File: config.mk
export PLATFORM = sky130hd
export DESIGN_NAME = grid_luma_motion_detector_flat
export DESIGN_NICKNAME = d
export VERILOG_FILES = /design/src/hw/rtl/glmd_pkg.sv /design/src/hw/rtl/glmd_if.sv /design/src/hw/rtl/grid_luma_motion_detector.sv /design/src/hw/rtl/glmd_ram.sv /design/src/hw/rtl/glmd_div.sv /design/src/flat_wrapper.sv
export SDC_FILE = /design/constraint.sdc
export NUM_CORES = 2
export LEC_CHECK = 0
export BUFFER_PORTS_ARGS = -buffer_cell sky130_fd_sc_hd__clkbuf_2
export CORE_MARGIN = 1
export CORE_UTILIZATION = 45
export CTS_CLUSTER_DIAMETER = 80
export DETAILED_ROUTE_END_ITERATION = 8
export MAX_ROUTING_LAYER = met4
export PLACE_DENSITY_LB_ADDON = 0.12
export SLEW_MARGIN = 10
export SYNTH_ARGS = -nofsm -noshare
export SYNTH_HDL_FRONTEND = slang
export SYNTH_SLANG_ARGS = --single-unit
File: constraint.sdc
create_clock -name i_clk -period 11.1 [get_ports i_clk]
set_input_delay 1.11 -clock i_clk [delete_from_list [all_inputs] [get_ports i_clk]]
set_output_delay 1.11 -clock i_clk [all_outputs]
set_load 0.03 [all_outputs]
File: src/hw/rtl/glmd_pkg.sv
// glmd_pkg: shared types, constants and grid helper functions of the grid luma motion detector
// depends on nothing; used by the interfaces, the divider and the top level
package glmd_pkg;

    localparam int GRID_WIDTH    = 8;
    localparam int GRID_HEIGHT   = 8;
    localparam int MAX_FRAME_DIM = 4095;
    localparam int CELL_TOTAL    = GRID_WIDTH * GRID_HEIGHT;

    localparam int DIM_W  = 12;
    localparam int PIX_W  = 8;
    localparam int THR_W  = 8;
    localparam int CHG_W  = 7;
    localparam int Q_W    = 8;
    localparam int CNT_W  = 2 * DIM_W;
    localparam int SUM_W  = CNT_W + Q_W;
    localparam int GX_W   = (GRID_WIDTH > 1) ? $clog2(GRID_WIDTH) : 1;
    localparam int GY_W   = (GRID_HEIGHT > 1) ? $clog2(GRID_HEIGHT) : 1;
    localparam int CELL_W = (CELL_TOTAL > 1) ? $clog2(CELL_TOTAL) : 1;
    localparam int CFG_IDX_W = 2;

    localparam logic [CHG_W-1:0] CHG_MAX = {CHG_W{1'b1}};

    localparam logic [DIM_W-1:0] RST_FRAME_WIDTH  = 12'd320;
    localparam logic [DIM_W-1:0] RST_FRAME_HEIGHT = 12'd240;
    localparam logic [THR_W-1:0] RST_THRESHOLD    = 8'd20;
    localparam logic [CHG_W-1:0] RST_MIN_CHANGED  = 7'd8;

    localparam logic [7:0] LUMA_R = 8'd77;
    localparam logic [7:0] LUMA_G = 8'd150;
    localparam logic [7:0] LUMA_B = 8'd29;

    typedef enum logic [CFG_IDX_W-1:0] {
        REG_FRAME_WIDTH  = 2'd0,
        REG_FRAME_HEIGHT = 2'd1,
        REG_THRESHOLD    = 2'd2,
        REG_MIN_CHANGED  = 2'd3
    } t_cfg_idx;

    typedef enum logic [2:0] {
        S_PIX,
        S_LOAD,
        S_START,
        S_WAIT,
        S_CELL,
        S_SCAN,
        S_OUT
    } t_state;

    typedef struct packed {
        logic             start;
        logic [SUM_W-1:0] num;
        logic [CNT_W-1:0] den;
    } t_div_req;

    function automatic logic [DIM_W-1:0] clamp_dim(input logic [DIM_W-1:0] d);
        logic [DIM_W-1:0] r;
        r = d;
        if (d == '0) r = DIM_W'(1);
        if (32'(d) > MAX_FRAME_DIM) r = DIM_W'(MAX_FRAME_DIM);
        return r;
    endfunction

    function automatic logic [PIX_W-1:0] luma_of(input logic [PIX_W-1:0] r,
                                                 input logic [PIX_W-1:0] g,
                                                 input logic [PIX_W-1:0] b);
        logic [2*PIX_W+1:0] s;
        s = (2*PIX_W+2)'(LUMA_R * r) + (2*PIX_W+2)'(LUMA_G * g)
          + (2*PIX_W+2)'(LUMA_B * b);
        return s[2*PIX_W-1:PIX_W];
    endfunction

    // column boundary floor(i*w/GRID_WIDTH)
    function automatic logic [DIM_W-1:0] col_edge(input logic [GX_W:0] i,
                                                  input logic [DIM_W-1:0] d);
        logic [GX_W+DIM_W:0] p;
        p = (GX_W+DIM_W+1)'(i) * (GX_W+DIM_W+1)'(d);
        return DIM_W'(p / GRID_WIDTH);
    endfunction

    function automatic logic [DIM_W-1:0] row_edge(input logic [GY_W:0] i,
                                                  input logic [DIM_W-1:0] d);
        logic [GY_W+DIM_W:0] p;
        p = (GY_W+DIM_W+1)'(i) * (GY_W+DIM_W+1)'(d);
        return DIM_W'(p / GRID_HEIGHT);
    endfunction

    // largest grid column whose left boundary is at or before pos
    function automatic logic [GX_W-1:0] grid_col(input logic [DIM_W-1:0] pos,
                                                 input logic [DIM_W-1:0] d);
        logic [GX_W-1:0] g;
        g = '0;
        for (int k = 1; k < GRID_WIDTH; k++) begin
            if (col_edge((GX_W+1)'(k), d) <= pos) g = GX_W'(k);
        end
        return g;
    endfunction

    function automatic logic [GY_W-1:0] grid_row(input logic [DIM_W-1:0] pos,
                                                 input logic [DIM_W-1:0] d);
        logic [GY_W-1:0] g;
        g = '0;
        for (int k = 1; k < GRID_HEIGHT; k++) begin
            if (row_edge((GY_W+1)'(k), d) <= pos) g = GY_W'(k);
        end
        return g;
    endfunction

endpackage

File: src/hw/rtl/glmd_if.sv
// glmd_if: valid/ready channels of the grid luma motion detector (pixels, results, config)
// depends on glmd_pkg
interface glmd_pix_if;
    import glmd_pkg::*;
    logic             valid;
    logic             ready;
    logic             op;
    logic [PIX_W-1:0] red;
    logic [PIX_W-1:0] green;
    logic [PIX_W-1:0] blue;
    modport source(output valid, op, red, green, blue, input ready);
    modport sink(input valid, op, red, green, blue, output ready);
endinterface

interface glmd_res_if;
    import glmd_pkg::*;
    logic             valid;
    logic             ready;
    logic [CHG_W-1:0] cell_change_cnt;
    logic             ref_ok;
    logic             motion_flag;
    logic             was_reference;
    modport source(output valid, cell_change_cnt, ref_ok, motion_flag,
                   was_reference, input ready);
    modport sink(input valid, cell_change_cnt, ref_ok, motion_flag,
                 was_reference, output ready);
endinterface

interface glmd_cfg_if;
    import glmd_pkg::*;
    logic                 valid;
    logic                 ready;
    logic [CFG_IDX_W-1:0] index;
    logic [DIM_W-1:0]     data;
    modport source(output valid, index, data, input ready);
    modport sink(input valid, index, data, output ready);
endinterface

File: src/hw/rtl/grid_luma_motion_detector.sv
// grid_luma_motion_detector: top level, pixel accumulation, cell settling and result output
// depends on glmd_pkg, glmd_if, glmd_ram and glmd_div
// Pixels are taken one per clock while a grid row is being accumulated. On the pixel that
// closes a grid row the block stops taking pixels and settles the row's cells one by one:
// each cell takes a count multiply, an 8-step iterative divide of the luma sum, then a read
// of the 64-entry reference ram, which is written back on a reference frame. After the last
// pixel of a frame a scan over the grid rows follows, plus a settle of any grid row that
// holds no pixel rows, and then one result per frame goes to the output register, which may
// wait for its transfer while the next frame's pixels are already being taken. No reset pass
// is needed: the reference ram's read data is only used once a reference frame has written
// every entry.
module grid_luma_motion_detector (
    input  logic        i_clk,
    input  logic        i_rst_n,
    glmd_pix_if.sink    i_pix,
    glmd_res_if.source  o_res,
    glmd_cfg_if.sink    i_cfg
);
    import glmd_pkg::*;

    localparam logic [GX_W-1:0] GX_LAST = GX_W'(GRID_WIDTH - 1);
    localparam logic [GY_W-1:0] GY_LAST = GY_W'(GRID_HEIGHT - 1);

    t_state           r_state, n_state;
    logic [DIM_W-1:0] r_fw, r_fh;
    logic [THR_W-1:0] r_thr;
    logic [CHG_W-1:0] r_min;
    logic [DIM_W-1:0] r_col, r_row;
    logic             r_op;
    logic             r_ref_valid;
    logic [CHG_W-1:0] r_changed;
    logic [GX_W-1:0]  r_gx;
    logic [GY_W-1:0]  r_gy;
    logic             r_end;
    logic             r_scan;
    logic [CNT_W-1:0] r_cnt;
    logic [SUM_W-1:0] r_sums [GRID_WIDTH];
    logic             r_out_valid;
    logic [CHG_W-1:0] r_out_cc;
    logic             r_out_rr, r_out_md, r_out_wr;

    logic [DIM_W-1:0]  w, h;
    logic              pix_acc;
    logic [GX_W-1:0]   pix_gx;
    logic [GY_W-1:0]   cur_gy, nxt_gy;
    logic              row_done, last_row, need_finish;
    logic [PIX_W-1:0]  luma;
    logic [DIM_W-1:0]  rows_gy, cols_gx;
    logic [CELL_W-1:0] cell_addr;
    logic [Q_W-1:0]    ref_val, quot, diff;
    logic              div_done;
    t_div_req          div_req;
    logic              out_load;
    logic              ram_we;

    assign w = clamp_dim(r_fw);
    assign h = clamp_dim(r_fh);

    // configuration
    assign i_cfg.ready = 1'b1;

    always_ff @(posedge i_clk) begin
        if (!i_rst_n) begin
            r_fw  <= RST_FRAME_WIDTH;
            r_fh  <= RST_FRAME_HEIGHT;
            r_thr <= RST_THRESHOLD;
            r_min <= RST_MIN_CHANGED;
        end else if (i_cfg.valid) begin
            unique case (t_cfg_idx'(i_cfg.index))
                REG_FRAME_WIDTH:  r_fw  <= i_cfg.data;
                REG_FRAME_HEIGHT: r_fh  <= i_cfg.data;
                REG_THRESHOLD:    r_thr <= i_cfg.data[THR_W-1:0];
                REG_MIN_CHANGED:  r_min <= i_cfg.data[CHG_W-1:0];
                default:          r_fw  <= r_fw;
            endcase
        end
    end

    // pixel side
    assign i_pix.ready = (r_state == S_PIX);
    assign pix_acc     = i_pix.valid && i_pix.ready;
    assign pix_gx      = grid_col(r_col, w);
    assign cur_gy      = grid_row(r_row, h);
    assign nxt_gy      = grid_row(r_row + 1'b1, h);
    assign row_done    = ({1'b0, r_col} + 1'b1) >= {1'b0, w};
    assign last_row    = ({1'b0, r_row} + 1'b1) >= {1'b0, h};
    assign need_finish = last_row || (nxt_gy != cur_gy);
    assign luma        = luma_of(i_pix.red, i_pix.green, i_pix.blue);

    // cell geometry of the row being settled
    assign rows_gy = row_edge({1'b0, r_gy} + 1'b1, h) - row_edge({1'b0, r_gy}, h);
    assign cols_gx = col_edge({1'b0, r_gx} + 1'b1, w) - col_edge({1'b0, r_gx}, w);

    assign cell_addr = CELL_W'(int'(r_gy) * GRID_WIDTH + int'(r_gx));
    assign ram_we    = (r_state == S_CELL) && r_op;

    glmd_ram #(.WIDTH(Q_W), .DEPTH(CELL_TOTAL)) u_ref_ram (
        .i_clk   (i_clk),
        .i_we    (ram_we),
        .i_waddr (cell_addr),
        .i_wdata (quot),
        .i_raddr (cell_addr),
        .o_rdata (ref_val)
    );

    assign div_req.start = (r_state == S_START);
    assign div_req.num   = r_sums[r_gx];
    assign div_req.den   = r_cnt;

    glmd_div u_div (
        .i_clk   (i_clk),
        .i_rst_n (i_rst_n),
        .i_req   (div_req),
        .o_done  (div_done),
        .o_quot  (quot)
    );

    assign diff     = (quot >= ref_val) ? (quot - ref_val) : (ref_val - quot);
    assign out_load = (r_state == S_OUT) && (!r_out_valid || o_res.ready);

    always_ff @(posedge i_clk) begin
        if (!i_rst_n) begin
            r_state <= S_PIX;
        end else begin
            r_state <= n_state;
        end
    end

    always_comb begin
        n_state = r_state;
        unique case (r_state)
            S_PIX: begin
                if (pix_acc && row_done && need_finish) n_state = S_LOAD;
            end
            S_LOAD:  n_state = S_START;
            S_START: n_state = S_WAIT;
            S_WAIT: begin
                if (div_done) n_state = S_CELL;
            end
            S_CELL: begin
                if (r_gx != GX_LAST) begin
                    n_state = S_LOAD;
                end else if (r_scan) begin
                    n_state = (r_gy == GY_LAST) ? S_OUT : S_SCAN;
                end else if (r_end) begin
                    n_state = S_SCAN;
                end else begin
                    n_state = S_PIX;
                end
            end
            S_SCAN: begin
                // grid rows without pixel rows still settle, as empty cells
                if (rows_gy == '0) begin
                    n_state = S_LOAD;
                end else if (r_gy == GY_LAST) begin
                    n_state = S_OUT;
                end
            end
            S_OUT: begin
                if (out_load) n_state = S_PIX;
            end
            default: n_state = S_PIX;
        endcase
    end

    // result register: loaded at frame end, cleared by its transfer
    always_ff @(posedge i_clk) begin
        if (!i_rst_n) begin
            r_out_valid <= 1'b0;
        end else if (out_load) begin
            r_out_valid <= 1'b1;
        end else if (o_res.ready) begin
            r_out_valid <= 1'b0;
        end
    end

    always_ff @(posedge i_clk) begin
        if (!i_rst_n) begin
            r_col       <= '0;
            r_row       <= '0;
            r_op        <= 1'b0;
            r_ref_valid <= 1'b0;
            r_changed   <= '0;
            r_gx        <= '0;
            r_gy        <= '0;
            r_end       <= 1'b0;
            r_scan      <= 1'b0;
            for (int k = 0; k < GRID_WIDTH; k++) r_sums[k] <= '0;
        end else begin
            case (r_state)
                S_PIX: begin
                    if (pix_acc) begin
                        if (r_col == '0 && r_row == '0) r_op <= i_pix.op;
                        r_sums[pix_gx] <= r_sums[pix_gx] + SUM_W'(luma);
                        if (!row_done) begin
                            r_col <= r_col + 1'b1;
                        end else begin
                            r_col <= '0;
                            r_row <= last_row ? '0 : r_row + 1'b1;
                            if (need_finish) begin
                                r_gy   <= cur_gy;
                                r_gx   <= '0;
                                r_end  <= last_row;
                                r_scan <= 1'b0;
                            end
                        end
                    end
                end
                S_LOAD: r_cnt <= CNT_W'(rows_gy) * CNT_W'(cols_gx);
                S_CELL: begin
                    r_sums[r_gx] <= '0;
                    if (!r_op && r_ref_valid && diff >= r_thr && r_changed != CHG_MAX) begin
                        r_changed <= r_changed + 1'b1;
                    end
                    if (r_gx != GX_LAST) begin
                        r_gx <= r_gx + 1'b1;
                    end else begin
                        r_gx <= '0;
                        if (r_scan) begin
                            if (r_gy != GY_LAST) r_gy <= r_gy + 1'b1;
                        end else if (r_end) begin
                            r_scan <= 1'b1;
                            r_gy   <= '0;
                        end
                    end
                end
                S_SCAN: begin
                    if (rows_gy != '0 && r_gy != GY_LAST) r_gy <= r_gy + 1'b1;
                end
                S_OUT: begin
                    if (out_load) begin
                        if (r_op) begin
                            r_out_cc <= '0;
                            r_out_rr <= 1'b1;
                            r_out_md <= 1'b0;
                            r_out_wr <= 1'b1;
                        end else begin
                            r_out_cc <= r_ref_valid ? r_changed : '0;
                            r_out_rr <= r_ref_valid;
                            r_out_md <= !r_ref_valid || (r_changed >= r_min);
                            r_out_wr <= 1'b0;
                        end
                        r_ref_valid <= r_ref_valid | r_op;
                        r_changed   <= '0;
                        r_end       <= 1'b0;
                        r_scan      <= 1'b0;
                        for (int k = 0; k < GRID_WIDTH; k++) r_sums[k] <= '0;
                    end
                end
                default: r_cnt <= r_cnt;
            endcase
        end
    end

    assign o_res.valid           = r_out_valid;
    assign o_res.cell_change_cnt = r_out_cc;
    assign o_res.ref_ok          = r_out_rr;
    assign o_res.motion_flag     = r_out_md;
    assign o_res.was_reference   = r_out_wr;

    // no pixel transfer while a row is being settled
    a_no_pix_in_settle: assert property (@(posedge i_clk) disable iff (!i_rst_n)
        (r_state != S_PIX) |-> !i_pix.ready)
        else $error("pixel ready outside accumulation");

    a_div_done_in_wait: assert property (@(posedge i_clk) disable iff (!i_rst_n)
        div_done |-> (r_state == S_WAIT))
        else $error("divider finished outside wait state");

    a_count_cleared: assert property (@(posedge i_clk) disable iff (!i_rst_n)
        out_load |=> (r_changed == '0) && r_out_valid)
        else $error("changed count not cleared after result load");

endmodule

File: src/hw/rtl/glmd_ram.sv
// glmd_ram: generic single-write, single-read ram with registered read data
// depends on nothing
module glmd_ram #(
    parameter int WIDTH = 8,
    parameter int DEPTH = 64,
    localparam int AW = (DEPTH > 1) ? $clog2(DEPTH) : 1
) (
    input  logic             i_clk,
    input  logic             i_we,
    input  logic [AW-1:0]    i_waddr,
    input  logic [WIDTH-1:0] i_wdata,
    input  logic [AW-1:0]    i_raddr,
    output logic [WIDTH-1:0] o_rdata
);
    logic [WIDTH-1:0] r_mem [DEPTH];

    always_ff @(posedge i_clk) begin
        if (i_we) begin
            r_mem[i_waddr] <= i_wdata;
        end
        o_rdata <= r_mem[i_raddr];
    end
endmodule

File: src/hw/rtl/glmd_div.sv
// glmd_div: iterative divider, one quotient bit per cycle, quotient saturated to 8 bits
// depends on glmd_pkg
module glmd_div (
    input  logic                  i_clk,
    input  logic                  i_rst_n,
    input  glmd_pkg::t_div_req    i_req,
    output logic                  o_done,
    output logic [glmd_pkg::Q_W-1:0] o_quot
);
    import glmd_pkg::*;

    localparam int BIT_W = $clog2(Q_W);

    logic             r_busy;
    logic             r_done;
    logic [BIT_W-1:0] r_bit;
    logic [SUM_W-1:0] r_rem;
    logic [CNT_W-1:0] r_den;
    logic [Q_W-1:0]   r_q;
    logic [SUM_W-1:0] trial;

    assign trial  = SUM_W'(r_den) << r_bit;
    assign o_done = r_done;
    assign o_quot = r_q;

    always_ff @(posedge i_clk) begin
        if (!i_rst_n) begin
            r_busy <= 1'b0;
            r_done <= 1'b0;
        end else begin
            r_done <= 1'b0;
            if (i_req.start) begin
                r_rem <= i_req.num;
                r_den <= i_req.den;
                r_bit <= BIT_W'(Q_W - 1);
                if (i_req.den == '0) begin
                    // empty cell
                    r_q    <= '0;
                    r_done <= 1'b1;
                end else if (i_req.num >= {i_req.den, {Q_W{1'b0}}}) begin
                    r_q    <= '1;
                    r_done <= 1'b1;
                end else begin
                    r_q    <= '0;
                    r_busy <= 1'b1;
                end
            end else if (r_busy) begin
                if (r_rem >= trial) begin
                    r_rem        <= r_rem - trial;
                    r_q[r_bit]   <= 1'b1;
                end
                if (r_bit == '0) begin
                    r_busy <= 1'b0;
                    r_done <= 1'b1;
                end else begin
                    r_bit <= r_bit - 1'b1;
                end
            end
        end
    end
endmodule
File: src/flat_wrapper.sv
// flat-port wrapper written by rule: the top's interface ports become plain ports
module grid_luma_motion_detector_flat import glmd_pkg::*;
  (i_clk, i_rst_n, i_pix_valid, i_pix_op, i_pix_red, i_pix_green, i_pix_blue, i_pix_ready, o_res_valid, o_res_cell_change_cnt, o_res_ref_ok, o_res_motion_flag, o_res_was_reference, o_res_ready, i_cfg_valid, i_cfg_index, i_cfg_data, i_cfg_ready);
  glmd_pix_if i_pix_i ();
  glmd_res_if o_res_i ();
  glmd_cfg_if i_cfg_i ();
  input  logic i_clk;
  input  logic i_rst_n;
  input wire logic [$bits(i_pix_i.valid)-1:0] i_pix_valid;
  input wire logic [$bits(i_pix_i.op)-1:0] i_pix_op;
  input wire logic [$bits(i_pix_i.red)-1:0] i_pix_red;
  input wire logic [$bits(i_pix_i.green)-1:0] i_pix_green;
  input wire logic [$bits(i_pix_i.blue)-1:0] i_pix_blue;
  output wire logic [$bits(i_pix_i.ready)-1:0] i_pix_ready;
  output wire logic [$bits(o_res_i.valid)-1:0] o_res_valid;
  output wire logic [$bits(o_res_i.cell_change_cnt)-1:0] o_res_cell_change_cnt;
  output wire logic [$bits(o_res_i.ref_ok)-1:0] o_res_ref_ok;
  output wire logic [$bits(o_res_i.motion_flag)-1:0] o_res_motion_flag;
  output wire logic [$bits(o_res_i.was_reference)-1:0] o_res_was_reference;
  input wire logic [$bits(o_res_i.ready)-1:0] o_res_ready;
  input wire logic [$bits(i_cfg_i.valid)-1:0] i_cfg_valid;
  input wire logic [$bits(i_cfg_i.index)-1:0] i_cfg_index;
  input wire logic [$bits(i_cfg_i.data)-1:0] i_cfg_data;
  output wire logic [$bits(i_cfg_i.ready)-1:0] i_cfg_ready;
  assign i_pix_i.valid = i_pix_valid;
  assign i_pix_i.op = i_pix_op;
  assign i_pix_i.red = i_pix_red;
  assign i_pix_i.green = i_pix_green;
  assign i_pix_i.blue = i_pix_blue;
  assign i_pix_ready = i_pix_i.ready;
  assign o_res_valid = o_res_i.valid;
  assign o_res_cell_change_cnt = o_res_i.cell_change_cnt;
  assign o_res_ref_ok = o_res_i.ref_ok;
  assign o_res_motion_flag = o_res_i.motion_flag;
  assign o_res_was_reference = o_res_i.was_reference;
  assign o_res_i.ready = o_res_ready;
  assign i_cfg_i.valid = i_cfg_valid;
  assign i_cfg_i.index = i_cfg_index;
  assign i_cfg_i.data = i_cfg_data;
  assign i_cfg_ready = i_cfg_i.ready;
  grid_luma_motion_detector u_core (.i_clk(i_clk), .i_rst_n(i_rst_n), .i_pix(i_pix_i), .o_res(o_res_i), .i_cfg(i_cfg_i));
endmodule
==> flow_results.xml <==
<?xml version="1.0" encoding="UTF-8"?>
<metrics>
  <group name="run_status">
    <metric name="outcome" unit="">completed</metric>
  </group>
  <group name="logic_synthesis">
    <metric name="synth_seq_cells" unit="">966</metric>
    <metric name="synth_enable_flop_cells" unit="">869</metric>
    <metric name="seq_area_frac_synth" unit="">0.418</metric>
    <metric name="syn_nets" unit="">7245</metric>
    <metric name="avgSynthCellArea" unit="sq um">10.7</metric>
    <metric name="post_synth_instance_area" unit="sq um">67100</metric>
    <metric name="synth_cell_type_count" unit="">91</metric>
    <metric name="number_of_synthesis_warnings" unit="">0</metric>
    <metric name="synthArstFlopShare" unit="">0</metric>
    <metric name="yosys_most_used_dff" unit="">sky130_fd_sc_hd__edfxtp_1</metric>
    <metric name="synthesis.instances" unit="">6280</metric>
  </group>
  <group name="global_routing">
    <metric name="grt_antenna_before_repair" unit="">0</metric>
    <metric name="wire_length_of_the_first_global_routing_pass" unit="um">295000</metric>
    <metric name="first_global_vias" unit="">48100</metric>
    <metric name="globalRoute.totalOverflow" unit="">0</metric>
    <metric name="largest_net_degree_at_the_start_of_global_routing" unit="">108</metric>
    <metric name="global_route_usage_sum" unit="">0.263</metric>
  </group>
  <group name="die">
    <metric name="die_w" unit="um">388</metric>
    <metric name="io-pin-count" unit="">57</metric>
    <metric name="starting_density_of_the_core" unit="">0.454</metric>
    <metric name="rows" unit="">141</metric>
    <metric name="core" unit="sq um">148000</metric>
    <metric name="fp.dieH" unit="um">388</metric>
    <metric name="die-area" unit="sq um">151000</metric>
  </group>
  <group name="critical_path">
    <metric name="setup.worst_path.class" unit="">reg -&gt; reg</metric>
    <metric name="cp_slowest_stage_delay" unit="ns">0.55</metric>
    <metric name="worst-endpoint-arrival" unit="ns">11.11</metric>
    <metric name="cp_max_fo" unit="">4</metric>
    <metric name="start_kind" unit="">flop</metric>
    <metric name="worst_path_max_delay_cell" unit="">sky130_fd_sc_hd__fa_1</metric>
    <metric name="cp-end-kind" unit="">flop</metric>
    <metric name="critical-path-top-delay-family" unit="">adder cells</metric>
    <metric name="worst_path_buf_inv" unit="">8</metric>
    <metric name="crit_top_cell" unit="">sky130_fd_sc_hd__fa_1</metric>
    <metric name="timing.critical_path.required" unit="ns">11.61</metric>
  </group>
  <group name="detailed_routing">
    <metric name="aggregate_routed_wire_length" unit="um">193000</metric>
    <metric name="dr_vias" unit="">48600</metric>
    <metric name="detailedRoute.firstPassIterationCount" unit="">6</metric>
    <metric name="final_antenna_net_count" unit="">0</metric>
    <metric name="initialDrtViolationCount" unit="">3934</metric>
    <metric name="drt_drc_violations_left" unit="">0</metric>
    <metric name="wl_per_cell" unit="um">23.1</metric>
    <metric name="routed_via_density" unit="">5.80</metric>
  </group>
  <group name="worst_hold_path">
    <metric name="min-delay-path-class" unit="">reg -&gt; reg</metric>
  </group>
  <group name="clocking">
    <metric name="htreeDepth" unit="">3</metric>
    <metric name="cts-buffers-inserted" unit="">108</metric>
    <metric name="cts.reportedPaths.clkPinSlew" unit="ns">0.07</metric>
    <metric name="cts_root_buffer" unit="">sky130_fd_sc_hd__clkbuf_16</metric>
    <metric name="tritoncts" unit="">built</metric>
    <metric name="worst_skew_pair.late_latency" unit="ns">0.81</metric>
    <metric name="cts.sink_count" unit="">966</metric>
    <metric name="cts.path.max_buffers" unit="">3</metric>
  </group>
  <group name="sta">
    <metric name="finalWorstPathRequiredPeriod" unit="ns">10.61</metric>
    <metric name="setup_skew" unit="ns">0.0849</metric>
    <metric name="post-route-period-util" unit="">0.956</metric>
    <metric name="finalMaxSlewViolations" unit="">0</metric>
    <metric name="tightestPinTransition" unit="ns">1.21</metric>
    <metric name="fin_setup_tns" unit="ns">0</metric>
    <metric name="slew_headroom" unit="">0.187</metric>
    <metric name="hold_slack" unit="ns">0.467</metric>
    <metric name="hold_violations" unit="">0</metric>
    <metric name="fmaxAchievable" unit="MHz">94.3</metric>
    <metric name="final-setup-viol-count" unit="">0</metric>
  </group>
  <group name="finish">
    <metric name="multi_input_comb_area" unit="sq um">36000</metric>
    <metric name="layout-area-overhead-vs-synth" unit="%">10.3</metric>
    <metric name="fin_cells" unit="">8379</metric>
    <metric name="area.sequential" unit="sq um">28000</metric>
    <metric name="fin_nets" unit="">7320</metric>
    <metric name="number_of_diodes" unit="">0</metric>
    <metric name="final.fill_count" unit="">13400</metric>
    <metric name="fraction_of_final_layout_cells_with_drive_strength_greater_than_1" unit="">0.0958</metric>
    <metric name="final_util" unit="">0.500</metric>
  </group>
  <group name="job">
    <metric name="drv_cap" unit="">0</metric>
  </group>
  <group name="place">
    <metric name="dp.final_hpwl" unit="um">133000</metric>
    <metric name="placement.io_buffers" unit="">55</metric>
    <metric name="placedCellCount" unit="">8167</metric>
    <metric name="gp_congestion" unit="">0.886</metric>
  </group>
</metrics>
[layer usage]
layer	global-route usage	share of wire	vias up
met5	-	0	-
met4	0.0760	0.030	0
met3	0.0257	0.052	310
met2	0.424	0.47	1423
met1	0.353	0.45	24200
li1	-	-	22700
[worst register-to-register path: cells and delay by family, from the launching register on]
family          cells  cell delay (ns)
fa+ha+maj          11             4.63
compound gates     14             2.13
simple gates        9             2.05
buf+inv             8             0.70
xor+xnor            4             0.56
flops               1             0.31
[layout make-up]
class | count | share of cell area
Inverter | 603 | 0.0306
Multi-Input combinational cell | 4454 | 0.487
Timing Repair Buffer | 222 | 0.0211
Tap cell | 1930 | 0.0326
Clock inverter | 68 | 0.0114
Clock buffer | 136 | 0.0380
Sequential cell | 966 | 0.379
[placed cells by master, fill, tap and decap left out, types with 39 or more instances in the layout]
master	instances
sky130_fd_sc_hd__and3_1	47
sky130_fd_sc_hd__mux4_2	69
sky130_fd_sc_hd__clkbuf_2	54
sky130_fd_sc_hd__ha_1	671
sky130_fd_sc_hd__nand4_1	78
sky130_fd_sc_hd__xor2_1	82
sky130_fd_sc_hd__o21a_1	47
sky130_fd_sc_hd__xnor2_1	152
sky130_fd_sc_hd__o21bai_1	45
sky130_fd_sc_hd__nand2_1	472
sky130_fd_sc_hd__o21ai_0	188
sky130_fd_sc_hd__nor3_1	70
sky130_fd_sc_hd__a211oi_1	39
sky130_fd_sc_hd__nand2b_1	96
sky130_fd_sc_hd__a22oi_1	185
sky130_fd_sc_hd__a31oi_1	45
sky130_fd_sc_hd__inv_1	600
sky130_fd_sc_hd__clkbuf_16	108
sky130_fd_sc_hd__nor2_1	610
sky130_fd_sc_hd__dfxtp_1	91
sky130_fd_sc_hd__and2_1	46
sky130_fd_sc_hd__fa_1	246
sky130_fd_sc_hd__mux2_2	40
sky130_fd_sc_hd__a21boi_0	49
sky130_fd_sc_hd__edfxtp_1	869
sky130_fd_sc_hd__mux2i_1	158
sky130_fd_sc_hd__a21o_1	113
sky130_fd_sc_hd__buf_4	165
sky130_fd_sc_hd__nand3_1	121
sky130_fd_sc_hd__a21oi_1	289
sky130_fd_sc_hd__a221oi_1	44
sky130_fd_sc_hd__nor2b_1	105
[path summary, 6_finish.rpt]
check | from | end | slack [ns] | cells after the start
worst max-delay path | u_core.r_fw[4] | u_core.r_cnt[23] | 0.49 | 46
worst min-delay path | u_core.r_thr[6] | u_core.r_thr[6] | 0.47 | 2
worst max register to register | u_core.r_fw[4] | u_core.r_cnt[23] | 0.49 | 46
worst min register to register | u_core.r_thr[6] | u_core.r_thr[6] | 0.47 | 2
[flip-flops by register name, indices dropped and copies added, names as in the netlist, 7 cells and up, named ones only]
register,flops
u_core.u_div.o_quot,8
u_core.r_changed,7
u_core.o_res.cell_change_cnt,7
u_core.u_ref_ram.o_rdata,8
u_core.r_min,7
u_core.r_fw,12
u_core.r_cnt,24
u_core.r_row,12
u_core.r_sums,256
u_core.u_div.r_den,24
u_core.r_thr,8
u_core.u_ref_ram.r_mem,512
u_core.u_div.r_rem,32
u_core.r_fh,12
u_core.r_col,12
[timing repair]
item	4_1_cts	5_1_grt
hold buffers	0	0
buffers inserted	0	7
setup endpoints to repair	0	103
gates resized for setup	0	43
[through the flow]
step | setup WS (ns) | cell area [sq um]
global placement | 0.310 | 70100
finish | 0.493 | 74000
detailed placement | 0.268 | 70100
floorplan | 0.0583 | 67100
global route | -0.0619 | 74000
CTS | 0.263 | 73700
[synthesized netlist by cell type (14+ instances only)]
library cell	number	area [sq um]
sky130_fd_sc_hd__mux2_2	40	450
sky130_fd_sc_hd__ha_1	674	8430
sky130_fd_sc_hd__a21boi_0	49	368
sky130_fd_sc_hd__nor2b_1	105	657
sky130_fd_sc_hd__xnor2_1	155	1360
sky130_fd_sc_hd__a211oi_1	41	308
sky130_fd_sc_hd__a21o_1	113	848
sky130_fd_sc_hd__nand4_1	78	488
sky130_fd_sc_hd__xor2_1	87	762
sky130_fd_sc_hd__a221oi_1	44	385
sky130_fd_sc_hd__clkbuf_1	209	785
sky130_fd_sc_hd__o21bai_1	45	338
sky130_fd_sc_hd__a21oi_1	297	1490
sky130_fd_sc_hd__mux2i_1	158	1580
sky130_fd_sc_hd__a41oi_1	17	149
sky130_fd_sc_hd__nor3_1	75	375
sky130_fd_sc_hd__mux4_2	69	1550
sky130_fd_sc_hd__inv_1	600	2250
sky130_fd_sc_hd__buf_1	30	113
sky130_fd_sc_hd__or3_1	17	106
sky130_fd_sc_hd__or2_2	25	156
sky130_fd_sc_hd__o211ai_1	28	210
sky130_fd_sc_hd__nor2_1	615	2310
sky130_fd_sc_hd__dfxtp_1	97	1940
sky130_fd_sc_hd__and2_1	49	307
sky130_fd_sc_hd__nand2b_1	97	607
sky130_fd_sc_hd__edfxtp_1	869	26100
sky130_fd_sc_hd__a22oi_1	185	1390
sky130_fd_sc_hd__o21ai_0	196	981
sky130_fd_sc_hd__nand3b_1	14	105
sky130_fd_sc_hd__fa_1	247	4940
sky130_fd_sc_hd__and3_1	49	307
sky130_fd_sc_hd__a22o_1	33	289
sky130_fd_sc_hd__nand2_1	480	1800
sky130_fd_sc_hd__nor4_1	24	150
sky130_fd_sc_hd__o21a_1	48	360
sky130_fd_sc_hd__a31oi_1	46	288
sky130_fd_sc_hd__nand3_1	125	626
[kinds of logic (layout without fill, tap and decap cells)]
group / count (synthesis) / in the layout / share of synthesized area
flip-flops: 966 / 966 / 0.418
buffers and inverters: 861 / 1029 / 0.0493
AO/OA/AOI/OAI: 1222 / 1223 / 0.121
adder cells (fa/ha/maj): 921 / 921 / 0.200
multiplexers: 267 / 267 / 0.0535
other: 1 / 1 / 0.0000559
XOR/XNOR: 245 / 245 / 0.0324
AND/OR/NAND/NOR: 1797 / 1797 / 0.126
Power is left out: the tool's default activity adds up to more than one toggle a clock period on the data nets, which glitch-free logic cannot reach.
